File: src/design/swsc_pkg.sv
// ----------------------------------------------------------------------------
// swsc_pkg: shared types for the go-back-n sender window control
// Field widths, opcode and result kinds, FSM states, controller/datapath bus.
// ----------------------------------------------------------------------------
`default_nettype none

package swsc_pkg;

  localparam int unsigned MaxPackets = 1024; // bitmap depth and cap on the total
  localparam int unsigned TotalW    = 11;  // total_packets, window_base, counters
  localparam int unsigned WinW      = 5;   // window length register
  localparam int unsigned SeqW      = 10;  // seq_number, ack_number
  localparam int unsigned KindW     = 3;
  localparam int unsigned OpW       = 2;
  localparam int unsigned InDataW   = 16;  // ack_number padded to bytes
  localparam int unsigned OutDataW  = 24;  // seq_number + window_base padded to bytes
  localparam int unsigned CfgIdxW   = 1;
  localparam int unsigned CfgDataW  = 11;

  localparam logic [CfgIdxW-1:0] RegTotal  = 1'b0;
  localparam logic [CfgIdxW-1:0] RegWindow = 1'b1;

  typedef enum logic [OpW-1:0] {
    OP_FILL    = 2'd0,
    OP_ACK     = 2'd1,
    OP_TIMEOUT = 2'd2
  } op_e;

  typedef enum logic [KindW-1:0] {
    KIND_SEND        = 3'd0,
    KIND_ACK_TAKEN   = 3'd1,
    KIND_ACK_IGNORED = 3'd2,
    KIND_DONE        = 3'd3,
    KIND_NOTHING     = 3'd4
  } kind_e;

  typedef enum logic [3:0] {
    ST_CLEAR,
    ST_IDLE,
    ST_FILL,
    ST_ACK,
    ST_WALK_RD,
    ST_WALK_CHK,
    ST_RESP_ACK,
    ST_RESP_IGN,
    ST_RESP_NOP
  } state_e;

  typedef struct packed {
    logic  accept;      // latch the request
    logic  rewind;      // next = base
    logic  clear;       // write one zero of the clearing pass
    logic  mark;        // set the acked bit of the latched ack
    logic  base_inc;
    logic  next_inc;
    logic  raise_next;  // next = max(next, base)
    logic  emit;        // load the result register
    kind_e kind;
    logic  last;
  } cmd_t;

  typedef struct packed {
    logic clear_done;
    logic can_send;
    logic last_send;
    logic ack_oor;
    logic base_lt_total;
    logic map_bit;
    logic slot_free;
  } status_t;

endpackage

`default_nettype wire

File: src/design/sliding_window_sender_control_top.sv
// ----------------------------------------------------------------------------
// sliding_window_sender_control_top: go-back-n sender window control
// Takes fill, ack and timeout requests and streams out the results.
// ----------------------------------------------------------------------------
//
//  Channel   Direction  Contents
//  --------  ---------  -----------------------------------------------------
//  s_axis    in         tuser = opcode, tdata = ack_number
//  m_axis    out        tuser = kind, tdata = seq_number, window_base; tlast = last
//  cfg       in         write of total_packets (index 0) or the window length (1)
//
//  After reset the acked bitmap is cleared one entry a cycle; no request is
//  taken before the last entry is cleared (config writes work then).
//  One request at a time: fill or timeout gives 1 to MaxWindow results, an
//  unknown opcode one result of kind nothing, an ack one result: ignored
//  when out of range, else taken once the base has advanced over the acked
//  packets (done at the total). A stall on m_axis holds the result register.
// ----------------------------------------------------------------------------
`default_nettype none

module sliding_window_sender_control_top #(
  parameter int unsigned MaxWindow  = 16
) (
  input  wire logic                          clk_i,
  input  wire logic                          rst_ni,
  // configuration
  input  wire logic                          cfg_we_i,
  input  wire logic [swsc_pkg::CfgIdxW-1:0]  cfg_index_i,
  input  wire logic [swsc_pkg::CfgDataW-1:0] cfg_wdata_i,
  // request stream
  input  wire logic                          s_axis_tvalid,
  output logic                               s_axis_tready,
  input  wire logic [swsc_pkg::InDataW-1:0]  s_axis_tdata,  // [9:0] ack_number
  input  wire logic [swsc_pkg::OpW-1:0]      s_axis_tuser,  // [1:0] opcode
  // result stream
  output logic                               m_axis_tvalid,
  input  wire logic                          m_axis_tready,
  // [9:0] seq_number, [20:10] window_base
  output logic      [swsc_pkg::OutDataW-1:0] m_axis_tdata,
  output logic      [swsc_pkg::KindW-1:0]    m_axis_tuser,  // [2:0] kind
  output logic                               m_axis_tlast
);

  import swsc_pkg::*;

  cmd_t    cmd;
  status_t status;

  // controller: sequences each request and drives the datapath commands
  swsc_ctrl u_ctrl (
    .clk_i     (clk_i),
    .rst_ni    (rst_ni),
    .in_valid_i(s_axis_tvalid),
    .in_op_i   (s_axis_tuser),
    .in_ready_o(s_axis_tready),
    .status_i  (status),
    .cmd_o     (cmd)
  );

  // datapath: window pointers, acked bitmap, result register
  swsc_dp #(
    .MaxWindow (MaxWindow)
  ) u_dp (
    .clk_i      (clk_i),
    .rst_ni     (rst_ni),
    .cfg_we_i   (cfg_we_i),
    .cfg_index_i(cfg_index_i),
    .cfg_wdata_i(cfg_wdata_i),
    .in_data_i  (s_axis_tdata),
    .out_ready_i(m_axis_tready),
    .out_valid_o(m_axis_tvalid),
    .out_data_o (m_axis_tdata),
    .out_kind_o (m_axis_tuser),
    .out_last_o (m_axis_tlast),
    .cmd_i      (cmd),
    .status_o   (status)
  );

endmodule

`default_nettype wire

File: src/design/swsc_ram.sv
// ----------------------------------------------------------------------------
// swsc_ram: generic single-port-write, single-port-read RAM
// One write and one registered read per cycle.
// ----------------------------------------------------------------------------
`default_nettype none

module swsc_ram #(
  parameter int unsigned Width = 1,
  parameter int unsigned Depth = 1024
) (
  input  wire logic                     clk_i,
  input  wire logic                     we_i,
  input  wire logic [$clog2(Depth)-1:0] waddr_i,
  input  wire logic [Width-1:0]         wdata_i,
  input  wire logic [$clog2(Depth)-1:0] raddr_i,
  output logic      [Width-1:0]         rdata_o
);

  logic [Width-1:0] mem [Depth];

  always_ff @(posedge clk_i) begin
    if (we_i) begin
      mem[waddr_i] <= wdata_i;
    end
    rdata_o <= mem[raddr_i];
  end

endmodule

`default_nettype wire

File: src/design/swsc_ctrl.sv
// ----------------------------------------------------------------------------
// swsc_ctrl: sender window controller
// Sequences clearing, fill, ack walk and result emission.
// ----------------------------------------------------------------------------
`default_nettype none

module swsc_ctrl (
  input  wire logic                  clk_i,
  input  wire logic                  rst_ni,
  input  wire logic                  in_valid_i,
  input  wire logic [swsc_pkg::OpW-1:0] in_op_i,
  output logic                       in_ready_o,
  input  wire swsc_pkg::status_t     status_i,
  output swsc_pkg::cmd_t             cmd_o
);

  import swsc_pkg::*;

  state_e state_q, state_d;

  always_ff @(posedge clk_i or negedge rst_ni) begin
    if (!rst_ni) begin
      state_q <= ST_CLEAR;
    end else begin
      state_q <= state_d;
    end
  end

  // next state
  always_comb begin
    state_d = state_q;
    case (state_q)
      ST_CLEAR: begin
        if (status_i.clear_done) state_d = ST_IDLE;
      end
      ST_IDLE: begin
        if (in_valid_i) begin
          case (op_e'(in_op_i))
            OP_FILL:    state_d = ST_FILL;
            OP_TIMEOUT: state_d = ST_FILL;
            OP_ACK:     state_d = ST_ACK;
            default:    state_d = ST_RESP_NOP;
          endcase
        end
      end
      ST_FILL: begin
        if (status_i.slot_free && (!status_i.can_send || status_i.last_send)) begin
          state_d = ST_IDLE;
        end
      end
      ST_ACK: begin
        state_d = status_i.ack_oor ? ST_RESP_IGN : ST_WALK_RD;
      end
      ST_WALK_RD: begin
        state_d = status_i.base_lt_total ? ST_WALK_CHK : ST_RESP_ACK;
      end
      ST_WALK_CHK: begin
        state_d = status_i.map_bit ? ST_WALK_RD : ST_RESP_ACK;
      end
      ST_RESP_ACK, ST_RESP_IGN, ST_RESP_NOP: begin
        if (status_i.slot_free) state_d = ST_IDLE;
      end
      default: state_d = ST_CLEAR;
    endcase
  end

  // outputs
  always_comb begin
    cmd_o      = '0;
    cmd_o.kind = KIND_NOTHING;
    cmd_o.last = 1'b1;
    in_ready_o = 1'b0;
    case (state_q)
      ST_CLEAR: begin
        cmd_o.clear = 1'b1;
      end
      ST_IDLE: begin
        in_ready_o   = 1'b1;
        cmd_o.accept = in_valid_i;
        cmd_o.rewind = in_valid_i && (op_e'(in_op_i) == OP_TIMEOUT);
      end
      ST_FILL: begin
        if (status_i.slot_free) begin
          cmd_o.emit = 1'b1;
          if (status_i.can_send) begin
            cmd_o.kind     = KIND_SEND;
            cmd_o.last     = status_i.last_send;
            cmd_o.next_inc = 1'b1;
          end
        end
      end
      ST_ACK: begin
        cmd_o.mark = !status_i.ack_oor;
      end
      ST_WALK_CHK: begin
        cmd_o.base_inc = status_i.map_bit;
      end
      ST_RESP_ACK: begin
        if (status_i.slot_free) begin
          cmd_o.emit       = 1'b1;
          cmd_o.raise_next = 1'b1;
          cmd_o.kind       = status_i.base_lt_total ? KIND_ACK_TAKEN : KIND_DONE;
        end
      end
      ST_RESP_IGN: begin
        cmd_o.emit = status_i.slot_free;
        cmd_o.kind = KIND_ACK_IGNORED;
      end
      ST_RESP_NOP: begin
        cmd_o.emit = status_i.slot_free;
      end
      default: ;
    endcase
  end

endmodule

`default_nettype wire

File: src/design/swsc_dp.sv
// ----------------------------------------------------------------------------
// swsc_dp: sender window datapath
// Window pointers, config registers, acked bitmap and the result register.
// ----------------------------------------------------------------------------
`default_nettype none

module swsc_dp #(
  parameter int unsigned MaxWindow  = 16
) (
  input  wire logic                          clk_i,
  input  wire logic                          rst_ni,
  input  wire logic                          cfg_we_i,
  input  wire logic [swsc_pkg::CfgIdxW-1:0]  cfg_index_i,
  input  wire logic [swsc_pkg::CfgDataW-1:0] cfg_wdata_i,
  input  wire logic [swsc_pkg::InDataW-1:0]  in_data_i,
  input  wire logic                          out_ready_i,
  output logic                               out_valid_o,
  output logic      [swsc_pkg::OutDataW-1:0] out_data_o,
  output logic      [swsc_pkg::KindW-1:0]    out_kind_o,
  output logic                               out_last_o,
  input  wire swsc_pkg::cmd_t                cmd_i,
  output swsc_pkg::status_t                  status_o
);

  import swsc_pkg::*;

  localparam int unsigned IdxW    = $clog2(MaxPackets);
  localparam int unsigned WinEffW = $clog2(MaxWindow + 1);
  localparam int unsigned SumW    = TotalW + 1;

  logic [TotalW-1:0]   total_q, total_d;
  logic [WinW-1:0]     win_q, win_d;
  logic [TotalW-1:0]   base_q, base_d;
  logic [TotalW-1:0]   next_q, next_d;
  logic [SeqW-1:0]     ack_q, ack_d;
  logic [IdxW-1:0]     clr_q, clr_d;
  logic                out_valid_q, out_valid_d;
  logic [OutDataW-1:0] out_data_q, out_data_d;
  logic [KindW-1:0]    out_kind_q, out_kind_d;
  logic                out_last_q, out_last_d;

  logic [TotalW-1:0]  total_eff;
  logic [WinEffW-1:0] win_eff;
  logic [SumW-1:0]    limit, stop;
  logic [SeqW-1:0]    seq_out;
  logic               ram_we;
  logic [IdxW-1:0]    ram_waddr;
  logic               ram_rdata;

  always_comb begin
    if (32'(total_q) < MaxPackets) total_eff = total_q;
    else                           total_eff = TotalW'(MaxPackets);
    if (32'(win_q) < MaxWindow) win_eff = WinEffW'(win_q);
    else                        win_eff = WinEffW'(MaxWindow);
    limit = SumW'(base_q) + SumW'(win_eff);
    stop  = (limit < SumW'(total_eff)) ? limit : SumW'(total_eff);
  end

  always_comb begin
    status_o.clear_done    = (clr_q == IdxW'(MaxPackets - 1));
    status_o.can_send      = SumW'(next_q) < stop;
    status_o.last_send     = (SumW'(next_q) + SumW'(1)) >= stop;
    status_o.ack_oor       = TotalW'(ack_q) >= total_eff;
    status_o.base_lt_total = base_q < total_eff;
    status_o.map_bit       = ram_rdata;
    status_o.slot_free     = !out_valid_q || out_ready_i;
  end

  assign ram_we    = cmd_i.clear || cmd_i.mark;
  assign ram_waddr = cmd_i.clear ? clr_q : IdxW'(ack_q);

  swsc_ram #(
    .Width(1),
    .Depth(MaxPackets)
  ) u_map (
    .clk_i  (clk_i),
    .we_i   (ram_we),
    .waddr_i(ram_waddr),
    .wdata_i(!cmd_i.clear),
    .raddr_i(IdxW'(base_q)),
    .rdata_o(ram_rdata)
  );

  always_comb begin
    total_d = total_q;
    win_d   = win_q;
    if (cfg_we_i) begin
      case (cfg_index_i)
        RegTotal:  total_d = cfg_wdata_i;
        RegWindow: win_d   = cfg_wdata_i[WinW-1:0];
        default: ;
      endcase
    end
  end

  always_comb begin
    base_d = base_q;
    next_d = next_q;
    ack_d  = ack_q;
    clr_d  = clr_q;
    if (cmd_i.accept) ack_d = in_data_i[SeqW-1:0];
    if (cmd_i.rewind) next_d = base_q;
    if (cmd_i.next_inc) next_d = next_q + TotalW'(1);
    if (cmd_i.base_inc) base_d = base_q + TotalW'(1);
    if (cmd_i.raise_next && (next_q < base_q)) next_d = base_q;
    if (cmd_i.clear) clr_d = clr_q + IdxW'(1);
  end

  assign seq_out = (cmd_i.kind == KIND_SEND) ? next_q[SeqW-1:0] : '0;

  always_comb begin
    out_valid_d = out_valid_q;
    out_data_d  = out_data_q;
    out_kind_d  = out_kind_q;
    out_last_d  = out_last_q;
    if (cmd_i.emit) begin
      out_valid_d = 1'b1;
      out_data_d  = OutDataW'({base_q, seq_out});
      out_kind_d  = cmd_i.kind;
      out_last_d  = cmd_i.last;
    end else if (out_ready_i) begin
      out_valid_d = 1'b0;
    end
  end

  always_ff @(posedge clk_i or negedge rst_ni) begin
    if (!rst_ni) begin
      total_q     <= TotalW'(10);
      win_q       <= WinW'(4);
      base_q      <= '0;
      next_q      <= '0;
      clr_q       <= '0;
      out_valid_q <= 1'b0;
    end else begin
      total_q     <= total_d;
      win_q       <= win_d;
      base_q      <= base_d;
      next_q      <= next_d;
      clr_q       <= clr_d;
      out_valid_q <= out_valid_d;
    end
  end

  always_ff @(posedge clk_i) begin
    ack_q      <= ack_d;
    out_data_q <= out_data_d;
    out_kind_q <= out_kind_d;
    out_last_q <= out_last_d;
  end

  assign out_valid_o = out_valid_q;
  assign out_data_o  = out_data_q;
  assign out_kind_o  = out_kind_q;
  assign out_last_o  = out_last_q;

endmodule

`default_nettype wire

File: config.mk
export PLATFORM = sky130hd
export DESIGN_NAME = sliding_window_sender_control_top
export DESIGN_NICKNAME = d
export VERILOG_FILES = /design/src/design/swsc_pkg.sv /design/src/design/sliding_window_sender_control_top.sv /design/src/design/swsc_ram.sv /design/src/design/swsc_ctrl.sv /design/src/design/swsc_dp.sv
export SDC_FILE = /design/constraint.sdc
export NUM_CORES = 2
export LEC_CHECK = 0
export BUFFER_PORTS_ARGS = -buffer_cell sky130_fd_sc_hd__buf_2
export CAP_MARGIN = 15
export CORE_UTILIZATION = 65
export CTS_CLUSTER_SIZE = 12
export DETAILED_ROUTE_END_ITERATION = 10
export GPL_TIMING_DRIVEN = 0
export HOLD_SLACK_MARGIN = 0.06
export PLACE_DENSITY_LB_ADDON = 0.05
export SETUP_SLACK_MARGIN = 0.1
export SLEW_MARGIN = 40
export SYNTH_ARGS = -nofsm -noshare
export SYNTH_HDL_FRONTEND = slang
export SYNTH_SLANG_ARGS = --single-unit
export TNS_END_PERCENT = 100
File: constraint.sdc
create_clock -name clk_i -period 31.3 [get_ports clk_i]
set_input_delay 6.26 -clock clk_i [delete_from_list [all_inputs] [get_ports clk_i]]
set_output_delay 6.26 -clock clk_i [all_outputs]
set_load 0.005 [all_outputs]
==> impl_results.md <==
- Met1 Use GR: 56.41%
- Num ports: 65
- Rows: 101
- Max IR drop VDD: 0.00005970 V
- Crit path time final: about 8.2 ns
- Synth area leader: edfxtp_1
- Worst path bufs/invs: 2
- Fmax: 0.1214 GHz
- First drt pass iteration count: 7
- Post-Place Cells: approximately 5k
- Initial antenna violation count: 9
- Longest Clk Path Bufs: 3
- IO Port Bufs: 55
- Post-DP Area: 0.05345 mm^2
- Overall power: 4.945 mW
- Slowest cell delay on critical path: 0.58 ns
- Cell Count, Final, Fillers Out: 5098
- Critical-path top delay cell: dfrtp_1
- Floorplan core area: around 0.076 mm^2
- Final hold vios: 0
- CP required: ~25 ns
- Layout cells sized above 1: between 10% and 20%
- Skew-Pair Late Insertion Delay: 0.72 ns
- Layout Area Growth over Synthesis: 12.53%
- Sequential share of power: 37.8%
- Unrepaired setup endpoints after global routing: false
- Slew headroom: 32.04%
- Sw Share: 37.70%
- CTS tree: built
- Tot GR Track Use: ~47%
- CTS sink count: 1113
- Max-cap violations: 0
- Detailed Route Iter0 Violations: 6928
- R2r worst-path depth: 27
- EDFF count, synth: between 1k and 1.5k
- Syn avg cell area: 13.46 um^2
- Crit. End Element: output port
- Delay-heaviest family, CP: flip-flops
- Worst slew pin tran: between 1 and 1.5 ns
- Cells after Synth: 3755
- Top cells by area, synth: edfxtp_1 63%, mux4_2 11%, nor2_1 8.3%, dfrtp_1 2.5%, nand2_1 2.5%
- ANT nets after route: 0
- DR WL/cell: roughly 36 um
- Asr flop ratio synth: 4.762%
- Vias per Instance: ~7.2
- Finished Core Util: 74.41%
- Min-Delay Path Depth: 0
- Clock power frac: 25.8%
- Pint: 3.080 mW
- Synth Cell Area: 0.05056 mm^2
- Worst Setup Slack, final: 23.07 ns
- Clk slew on worst S/H paths: 0.06 ns
- CP Depth: 3
- Max Slew Vio Count: 0
- Full die area: 0.07890 mm^2
- M3 GR Usage: 19.41%
- HP Class: reg -> reg
- Dpl ws: 22.45 ns
- Setup Skew: ~0.034 ns
- Worst-path fanout max: 10
- Final HPWL DP: 124.6 mm
- Hold-fix buffers, CTS: 0
- Power share of the combinational group: 36.3%
- Synthesized flop and latch total: 1113
- Final wirelength: 181.0 mm
- H-tree Lvls: 3
- Layout Nets: 4079
- PwrDens: just under 90 mW/mm^2
- CP Class: reg -> out
- DRC Markers: 0
- CP Data Arrival Time: 1.98 ns
- Largest net degree at the start of global routing: 74
- Inserted Clock Buffers: ~110
- First-pass GRT wire length: 248.5 mm
- Yosys warning count: 0
- Cts repair resizes: 0
- Top-area cell type share of the netlist area: 62.90%
- Setup violators final: 0
- Starting Density: 66.13%
- Sequential share of the synthesized area: 65.57%
- Leakage Power: 17.58 nW
- Grt total ovfl: 0
- Vias in the first global route: 34.70k
- CP cell instances: clkbuf_1 > and2_1 > buf_2
- P_sw: 1.864 mW
- Layout fillers: roughly 4.8k
- Root buffer cell: clkbuf_16
- Die height: 280.9 um
- Final period utilization: 26.31%
- Die Wd: about 280 um
- Netlist cell types: 82
- Met2 usage: between 60 and 70%
- Final setup TNS: 0 ns
- GRT Max-Usage Layer: met2
- Cell area after layout: 0.05689 mm^2
- Post-CTS Setup Inserts: 0
- Critical path launch point type: flip-flop
- Via count: 36.53k
- GP Congestion: 1.054
- Fin Hold WS: 0.5110 ns
- Status: complete, no violations
- Most used DFF post-synth: edfxtp_1
## registers in the layout, summed over array words and instances (netlist names)
signal / flops
u_dp.out_kind_o: 3
u_dp.out_data_o: 21
u_dp.win_q: 5
u_dp.clr_q: 10
u_dp.base_q: 11
u_dp.out_last_o: 1
u_dp.next_q: 11
u_dp.u_map.rdata_o: 1
u_ctrl.state_q: 4
u_dp.u_map.mem: 1024
u_dp.out_valid_o: 1
u_dp.ack_q: 10
u_dp.total_q: 11
## power by group through the flow
| stage | Clock (mW) | Combinational [mW] | Sequential (mW) |
|---|---|---|---|
| after floorplan | 0 | 0.923 | 2.12 |
| after global placement | 0 | 1.57 | 2.25 |
| after CTS | 1.26 | 1.70 | 1.87 |
| after global routing | 1.31 | 1.80 | 1.87 |
| final | 1.28 | 1.80 | 1.87 |
| after detailed placement | 0 | 1.70 | 1.90 |
## synth_stat cells, types with 28 or more instances
library cell,count
edfxtp_1,1059
dfrtp_1,50
a22oi_1,63
o21ai_0,34
nand2_1,333
clkbuf_1,178
buf_2,31
a21oi_1,71
nor3_1,28
nor2_1,1118
mux2i_1,64
mux4_2,238
ha_1,69
## logic make-up after synthesis
group,after synthesis,share of synthesized area [%]
AOI/OAI and AO/OA,314,4.356
xor gates and xnor gates,36,0.6237
adders and majority gates,70,1.747
buffers and inverters,281,2.512
DFF,1113,65.57
muxes,323,12.34
other,2,0.01485
and+or+nand+nor,1616,12.84
## per-layer routing
metal,up-vias,wire [um]
met5,-,27
li1,14290,-
met3,860,30850
met1,17770,55630
met4,4,17810
met2,3612,76730
## cells in the final DEF, fill, tap and decap left out, types with 21 or more instances in the layout
cell type / instances
nor2_1: 1082
edfxtp_1: 1059
nand2_1: 333
mux4_2: 238
clkbuf_1: 168
clkbuf_16: 114
buf_2: 93
a21oi_1: 70
ha_1: 69
mux2i_1: 64
a22oi_1: 63
dfrtp_1: 50
clkbuf_2: 44
o21ai_0: 34
nor2_4: 31
nor3_1: 28
xnor2_1: 26
inv_1: 25
and3_1: 25
buf_4: 24
clkinv_1: 21
mux2_2: 21
## path summary, 6_finish.rpt
check | startpoint | endpoint | slack, ns
worst min-delay path | u_dp.base_q[8]$_DFFE_PN0P_ | u_dp.out_data_o[18]$_DFFE_PP_ | 0.51
worst min register to register | u_dp.base_q[8]$_DFFE_PN0P_ | u_dp.out_data_o[18]$_DFFE_PP_ | 0.51
min in group asynchronous | rst_ni | u_dp.win_q[4]$_DFFE_PN0P_ | 5.62
worst max-delay path | u_ctrl.state_q[0]$_DFFE_PN0P_ | s_axis_tready | 23.07
max in group asynchronous | rst_ni | u_dp.next_q[0]$_DFFE_PN0P_ | 25.17
worst max register to register | u_dp.win_q[4]$_DFFE_PN0P_ | u_dp.next_q[4]$_DFFE_PN0P_ | 23.98
## area by class of cell
class | instances | area, um^2 | area share (%)
flip-flops and latches | 1113 | 33150 | 58.27
multi-input cells | 2363 | 16470 | 28.95
clock buffers | 153 | 3039 | 5.342
well taps | 1030 | 1289 | 2.265
plain buffers | 254 | 1237 | 2.175
repair buffers | 102 | 1211 | 2.129
clock inverters | 42 | 356.6 | 0.6268
inverters | 27 | 101.3 | 0.1781
diodes | 14 | 35.03 | 0.06158
(Power assumes the default switching activity.)
